### src/kmc_pkg.sv
// Shared types and constants of the 2-D k-means clustering block.
package kmc_pkg;

    localparam int OPCODE_W = 2;
    localparam int INDEX_W  = 6;
    localparam int FIELD_W  = 16;
    localparam int LABEL_W  = 4;
    localparam int CFG_W    = 32;
    localparam int CFG_IDX_W = 2;

    localparam logic [OPCODE_W-1:0] OP_LOAD_POINT    = 2'd0;
    localparam logic [OPCODE_W-1:0] OP_LOAD_CENTROID = 2'd1;
    localparam logic [OPCODE_W-1:0] OP_RUN           = 2'd2;

    localparam logic [CFG_IDX_W-1:0] REG_POINT_COUNT     = 2'd0;
    localparam logic [CFG_IDX_W-1:0] REG_CENTROID_COUNT  = 2'd1;
    localparam logic [CFG_IDX_W-1:0] REG_ITERATION_LIMIT = 2'd2;
    localparam logic [CFG_IDX_W-1:0] REG_THRESHOLD_SQ    = 2'd3;

    localparam logic REC_CENTROID = 1'b0;
    localparam logic REC_LABEL    = 1'b1;

    typedef enum logic [2:0] {
        ST_IDLE,
        ST_CLEAR,
        ST_ASSIGN,
        ST_DIV_LOAD,
        ST_DIVIDE,
        ST_DECIDE,
        ST_EMIT_CEN,
        ST_EMIT_LBL
    } kmc_state_t;

    typedef struct packed {
        logic clear;
        logic div_start;
        logic div_step;
        logic commit;
    } kmc_ctrl_t;

endpackage

### src/kmc_dist.sv
// Squared Euclidean distance between two points, saturated to 64 bits.
module kmc_dist #(
    parameter int CW = 16,
    localparam int FULL_W = 2 * CW + 1,
    localparam int DSW = (FULL_W > 64) ? 64 : FULL_W
) (
    input  logic signed [CW-1:0] ax,
    input  logic signed [CW-1:0] ay,
    input  logic signed [CW-1:0] bx,
    input  logic signed [CW-1:0] by,
    output logic [DSW-1:0]       dist_sq
);

    logic signed [CW:0] dx;
    logic signed [CW:0] dy;
    logic [CW-1:0]      mx;
    logic [CW-1:0]      my;
    logic [2*CW-1:0]    sqx;
    logic [2*CW-1:0]    sqy;
    logic [FULL_W-1:0]  sum;

    assign dx  = (CW+1)'(ax) - (CW+1)'(bx);
    assign dy  = (CW+1)'(ay) - (CW+1)'(by);
    // magnitude of a difference never exceeds 2^CW-1
    assign mx  = dx[CW] ? CW'(-dx) : dx[CW-1:0];
    assign my  = dy[CW] ? CW'(-dy) : dy[CW-1:0];
    assign sqx = mx * mx;
    assign sqy = my * my;
    assign sum = FULL_W'(sqx) + FULL_W'(sqy);

    generate
        if (FULL_W > 64) begin : g_sat
            assign dist_sq = (|sum[FULL_W-1:DSW]) ? '1 : sum[DSW-1:0];
        end else begin : g_nosat
            assign dist_sq = sum;
        end
    endgenerate

endmodule

### src/kmc_cell.sv
// One cluster cell: holds a centroid, labels passing points, accumulates and divides.
module kmc_cell
    import kmc_pkg::*;
#(
    parameter int IDX = 0,
    parameter int CW  = 16,
    parameter int MP  = 48,
    parameter int MC  = 16,
    localparam int AW  = $clog2(MP),
    localparam int NW  = $clog2(MP + 1),
    localparam int LW  = (MC > 1) ? $clog2(MC) : 1,
    localparam int SW  = CW + NW,
    localparam int DSW = (2 * CW + 1 > 64) ? 64 : 2 * CW + 1
) (
    input  logic                 clk,
    input  logic                 rst_n,
    input  logic                 active,
    input  kmc_ctrl_t            ctrl,
    input  logic                 load_en,
    input  logic [INDEX_W-1:0]   load_idx,
    input  logic signed [CW-1:0] load_x,
    input  logic signed [CW-1:0] load_y,
    input  logic                 in_valid,
    input  logic signed [CW-1:0] in_x,
    input  logic signed [CW-1:0] in_y,
    input  logic [AW-1:0]        in_idx,
    input  logic                 in_have,
    input  logic [DSW-1:0]       in_dist,
    input  logic [LW-1:0]        in_label,
    output logic                 fwd_valid,
    output logic signed [CW-1:0] fwd_x,
    output logic signed [CW-1:0] fwd_y,
    output logic [AW-1:0]        fwd_idx,
    output logic                 fwd_have,
    output logic [DSW-1:0]       fwd_dist,
    output logic [LW-1:0]        fwd_label,
    input  logic                 acc_valid,
    input  logic [LW-1:0]        acc_label,
    input  logic signed [CW-1:0] acc_x,
    input  logic signed [CW-1:0] acc_y,
    input  logic [CFG_W-1:0]     thr,
    output logic                 moved,
    output logic signed [CW-1:0] cen_x,
    output logic signed [CW-1:0] cen_y
);

    localparam int CMPW = (DSW > CFG_W) ? DSW : CFG_W;

    logic signed [CW-1:0] cx_reg;
    logic signed [CW-1:0] cy_reg;
    logic                 valid_reg;
    logic signed [CW-1:0] x_reg;
    logic signed [CW-1:0] y_reg;
    logic [AW-1:0]        idx_reg;
    logic                 have_reg;
    logic [DSW-1:0]       dist_reg;
    logic [LW-1:0]        label_reg;
    logic signed [SW-1:0] sumx_reg;
    logic signed [SW-1:0] sumy_reg;
    logic [NW-1:0]        cnt_reg;
    logic [SW-1:0]        dvdx_reg;
    logic [SW-1:0]        dvdy_reg;
    logic [NW-1:0]        remx_reg;
    logic [NW-1:0]        remy_reg;
    logic                 negx_reg;
    logic                 negy_reg;

    logic [DSW-1:0]       d;
    logic                 take;
    logic [SW-1:0]        magx;
    logic [SW-1:0]        magy;
    logic [NW:0]          remtx;
    logic [NW:0]          remty;
    logic                 gex;
    logic                 gey;
    logic signed [CW-1:0] newx;
    logic signed [CW-1:0] newy;
    logic [DSW-1:0]       move_d;

    kmc_dist #(.CW(CW)) u_assign_dist (
        .ax(in_x), .ay(in_y), .bx(cx_reg), .by(cy_reg), .dist_sq(d)
    );

    assign take = active && (!in_have || (d < in_dist));

    assign magx  = sumx_reg[SW-1] ? SW'(-sumx_reg) : SW'(sumx_reg);
    assign magy  = sumy_reg[SW-1] ? SW'(-sumy_reg) : SW'(sumy_reg);
    assign remtx = {remx_reg, dvdx_reg[SW-1]};
    assign remty = {remy_reg, dvdy_reg[SW-1]};
    assign gex   = remtx >= {1'b0, cnt_reg};
    assign gey   = remty >= {1'b0, cnt_reg};

    // empty cluster keeps its centroid
    assign newx = (cnt_reg == '0) ? cx_reg : (negx_reg ? CW'(-dvdx_reg) : CW'(dvdx_reg));
    assign newy = (cnt_reg == '0) ? cy_reg : (negy_reg ? CW'(-dvdy_reg) : CW'(dvdy_reg));

    kmc_dist #(.CW(CW)) u_move_dist (
        .ax(newx), .ay(newy), .bx(cx_reg), .by(cy_reg), .dist_sq(move_d)
    );

    assign moved = active && (CMPW'(move_d) > CMPW'(thr));

    always_ff @(posedge clk or negedge rst_n)
    begin
        if (!rst_n)
        begin
            valid_reg <= 1'b0;
        end
        else
        begin
            valid_reg <= in_valid;
        end
    end

    always_ff @(posedge clk)
    begin
        x_reg     <= in_x;
        y_reg     <= in_y;
        idx_reg   <= in_idx;
        have_reg  <= in_have | active;
        dist_reg  <= take ? d : in_dist;
        label_reg <= take ? LW'(IDX) : in_label;

        if (load_en && (load_idx == INDEX_W'(IDX)))
        begin
            cx_reg <= load_x;
            cy_reg <= load_y;
        end
        else if (ctrl.commit && active)
        begin
            cx_reg <= newx;
            cy_reg <= newy;
        end

        if (ctrl.clear)
        begin
            sumx_reg <= '0;
            sumy_reg <= '0;
            cnt_reg  <= '0;
        end
        else if (acc_valid && (acc_label == LW'(IDX)))
        begin
            sumx_reg <= sumx_reg + SW'(acc_x);
            sumy_reg <= sumy_reg + SW'(acc_y);
            cnt_reg  <= cnt_reg + NW'(1);
        end

        if (ctrl.div_start)
        begin
            // round half away from zero: add half the count to the magnitude
            dvdx_reg <= magx + SW'(cnt_reg >> 1);
            dvdy_reg <= magy + SW'(cnt_reg >> 1);
            remx_reg <= '0;
            remy_reg <= '0;
            negx_reg <= sumx_reg[SW-1];
            negy_reg <= sumy_reg[SW-1];
        end
        else if (ctrl.div_step)
        begin
            remx_reg <= gex ? NW'(remtx - {1'b0, cnt_reg}) : remtx[NW-1:0];
            remy_reg <= gey ? NW'(remty - {1'b0, cnt_reg}) : remty[NW-1:0];
            dvdx_reg <= {dvdx_reg[SW-2:0], gex};
            dvdy_reg <= {dvdy_reg[SW-2:0], gey};
        end
    end

    assign fwd_valid = valid_reg;
    assign fwd_x     = x_reg;
    assign fwd_y     = y_reg;
    assign fwd_idx   = idx_reg;
    assign fwd_have  = have_reg;
    assign fwd_dist  = dist_reg;
    assign fwd_label = label_reg;
    assign cen_x     = cx_reg;
    assign cen_y     = cy_reg;

endmodule
### config.mk
export PLATFORM = sky130hd
export DESIGN_NAME = kmc_cell
export DESIGN_NICKNAME = d
export VERILOG_FILES = /design/src/kmc_pkg.sv /design/src/kmc_dist.sv /design/src/kmc_cell.sv
export SDC_FILE = /design/constraint.sdc
export NUM_CORES = 2
export LEC_CHECK = 0
export BUFFER_PORTS_ARGS = -buffer_cell sky130_fd_sc_hd__buf_2
export CAP_MARGIN = 30
export CORE_ASPECT_RATIO = 1.5
export CORE_MARGIN = 4
export CORE_UTILIZATION = 40
export CTS_CLUSTER_DIAMETER = 40
export CTS_CLUSTER_SIZE = 40
export DETAILED_ROUTE_END_ITERATION = 7
export GPL_TIMING_DRIVEN = 0
export PLACE_DENSITY = 0.57
export SLEW_MARGIN = 0
export SYNTH_ARGS = -nofsm -noshare
export SYNTH_HDL_FRONTEND = slang
export SYNTH_SLANG_ARGS = --single-unit
### constraint.sdc
create_clock -name clk -period 18.9 [get_ports clk]
set_clock_uncertainty 0.15 [all_clocks]
set_input_delay 0.945 -clock clk [delete_from_list [all_inputs] [get_ports clk]]
set_output_delay 0.945 -clock clk [all_outputs]
set_load 0.005 [all_outputs]
==> impl_metrics.tcl <==
set metrics [dict create \
    syn-num-nets 7008 \
    crit_path_end_kind "output pin" \
    cap_violations 0 \
    wire_per_inst_um 18.91 \
    maxSlewHeadroom 0.2647 \
    ctsRootBufferMaster "clkbuf_16" \
    yosysUniqueCellTypes 85 \
    core_area_um2 118900 \
    max_freq_mhz 58.75 \
    synth_fa_ha_area_frac 0.4806 \
    finalCriticalPeriod_ns 17.02 \
    synth_top_family_by_area "adder cells" \
    grt_usage 0.2254 \
    r2r-start "cen_x[0]" \
    register_area_um2 5130 \
    syn_inst 5448 \
    synth_compound_area_frac 0.09447 \
    cts_tree "built" \
    io_buffers 299 \
    wirelength_um 140800 \
    crit_fanout 10 \
    place_hpwl_um 123300 \
    rsz0062_at_grt "false" \
    slew_viol_final 0 \
    worst_slack_ns 1.878 \
    largest_reg_flops 33 \
    worstPathArrival_ns 15.93 \
    fin_area_um2 53420 \
    synth_edf_count 78 \
    min_path_cells 1 \
    area_delta_synth_final_pct 11.55 \
    clk_latency_ns 0.61 \
    dr.pass1.iters 5 \
    fillers 11850 \
    viasPerCell 5.108 \
    ys_top_cells_by_area "fa_1 33%, ha_1 15%, inv_1 9.9%" \
    grt_pass1_vias 40740 \
    grt_max_degree 33 \
    hold_viol 0 \
    hold_end "fwd_idx[5]" \
    cts_resized 0 \
    cts-buffers-inserted 50 \
    clkTransAtPathRegs_ns 0.05 \
    nets 7390 \
    rr_worst_depth 46 \
    yosysSeqAreaShare 0.1071 \
    worstSetupPathType "reg2out" \
    cp_slowest_cell "fa_1" \
    synth_flop_cell "dfxtp_1" \
    dieArea_um2 125400 \
    hp-class "in2reg" \
    antenna_found_initial 17 \
    period_share 0.9006 \
    r2r_slack_ns 4.54 \
    vias 38030 \
    clockBufferDepth 3 \
    antenna_left 0 \
    crit_path_start "dvdy_reg[2]" \
    async_flop_share 0.004608 \
    drcViolationCount 0 \
    synth_top_area_cell "fa_1" \
    netlist_area_um2 47890 \
    ctsHtreeMaxLevel 2 \
    cp-start-kind "flip-flop" \
    die_w_um 290.5 \
    drtIter0Drc 1643 \
    place.gp.congestion 0.9244 \
    start_util 0.4029 \
    status "finished clean" \
    grt_overflow 0 \
    grt_pass1_wl_um 220800 \
    layout-drive-gt1-share 0.09761 \
    setup_violations 0 \
    worst_pin_slew_ns 1.099 \
    post_dp_cell_area_um2 51640 \
    cts_setup_buffers 0 \
    synth-simple-area-share 0.1306 \
    syn_area_per_cell_um2 8.791 \
    multiInputGateArea_um2 37530 \
    synth_warnings 0 \
    synth_top_area_frac 0.3286 \
    setup_tns_ns 0 \
    cp_common_cell "fa_1" \
    reg2reg_to "fwd_dist[29]" \
    cts_num_sinks 217 \
    hp-start "in_idx[5]" \
    crit_required_ns 17.81 \
    place_ws_ns 2.567 \
    synth-xor-area-share 0.05834 \
    io_pins 302 \
    synth.ff_latch_count 217 \
    critical-path-max-stage-delay_ns 0.56 \
    synth_mux_area_frac 0.01891 \
    fp-row-count 155 \
    fp.dieH_um 431.8 \
]
==> routing by layer <==
layer / GRT usage / vias to the layer above / routed length, um
met5: 0 / - / 55
met4: 0.1155 / 8 / 8967
met3: 0.02825 / 346 / 6018
met2: 0.4252 / 855 / 74170
met1: 0.2469 / 18910 / 51580
li1: - / 17910 / -
==> cells by family (layout without fill, tap and decap cells) <==
family,Yosys count,count (layout)
AND/OR/NAND/NOR,1342,1342
XOR/XNOR,319,319
buffers and inverters,1402,1824
AO/OA/AOI/OAI,718,718
flip-flops,217,217
adder cells (fa/ha/maj),1368,1368
other,0,5
multiplexers,82,82
==> per-stage QoR <==
| step | utilization | instances | hold slack [ns] |
|---|---|---|---|
| after floorplan | - | 5448 | 0.2999 |
| after global placement | 0.4320 | 7317 | 0.3205 |
| after detailed placement | 0.4344 | 7346 | 0.3202 |
| after CTS | 0.4492 | 7439 | 0.2628 |
| after global routing | 0.4493 | 7442 | 0.2660 |
| final | 0.4494 | 7445 | 0.3007 |
==> cell usage after synthesis, types with 87 or more instances <==
| cell | n |
|---|---|
| a21o_1 | 91 |
| a21oi_1 | 215 |
| clkbuf_1 | 117 |
| dfxtp_1 | 138 |
| fa_1 | 786 |
| ha_1 | 582 |
| inv_1 | 1262 |
| nand2_1 | 374 |
| nand2b_1 | 87 |
| nor2_1 | 495 |
| o21ai_0 | 175 |
| xnor2_1 | 172 |
| xor2_1 | 147 |
==> layout by cell type, fill, tap and decap left out, types with 46 or more instances in the layout <==
master     Yosys  final
a21o_1        91     91
a21oi_1      215    215
buf_2          3    306
clkbuf_1     117    122
clkbuf_16      0     53
dfxtp_1      138    138
edfxtp_1      78     78
fa_1         786    786
ha_1         582    582
inv_1       1262   1261
mux2_2        68     68
nand2_1      374    373
nand2b_1      87     87
nand3_1       48     48
nor2_1       495    495
nor3_1        60     60
o21ai_0      175    175
or2_2         46     46
xnor2_1      172    169
xor2_1       147    146
==> layout make-up <==
| class | instances | share of cell area |
|---|---|---|
| timing repair buffer | 330 | 0.03309 |
| antenna | 5 | 0.0002342 |
| buffer | 122 | 0.008642 |
| multi-input combinational | 3829 | 0.7025 |
| clock inverter | 22 | 0.004544 |
| inverter | 1280 | 0.08994 |
| tap | 1570 | 0.03677 |
| sequential | 217 | 0.09603 |
| clock buffer | 70 | 0.02827 |
==> worst max-delay path by stage <==
stage / end / cells past startpoint / slack (ns)
after floorplan: moved / 54 / 5.20
after global placement: moved / 54 / 1.86
after CTS: moved / 56 / 1.83
after detailed placement: moved / 56 / 2.57
final: moved / 56 / 1.88
after global routing: moved / 55 / 0.83
==> worst max-delay path: cells and delay by family, from the launching register on <==
kind            cells  cell delay, ns
compound gates     17            3.81
xor+xnor            3            0.86
fa+ha+maj          11            5.01
buf+inv             9            1.53
flops               1            0.47
simple gates       16            3.62
==> what timing repair did <==
| item | in CTS | in global routing |
|---|---|---|
| hold endpoints to repair | 1 | 0 |
| hold buffers | 1 | 0 |
| endpoints found under the setup margin | 0 | 0 |
Power is left out: the tool's default activity adds up to more than one toggle a clock period on the data nets, which glitch-free logic cannot reach.
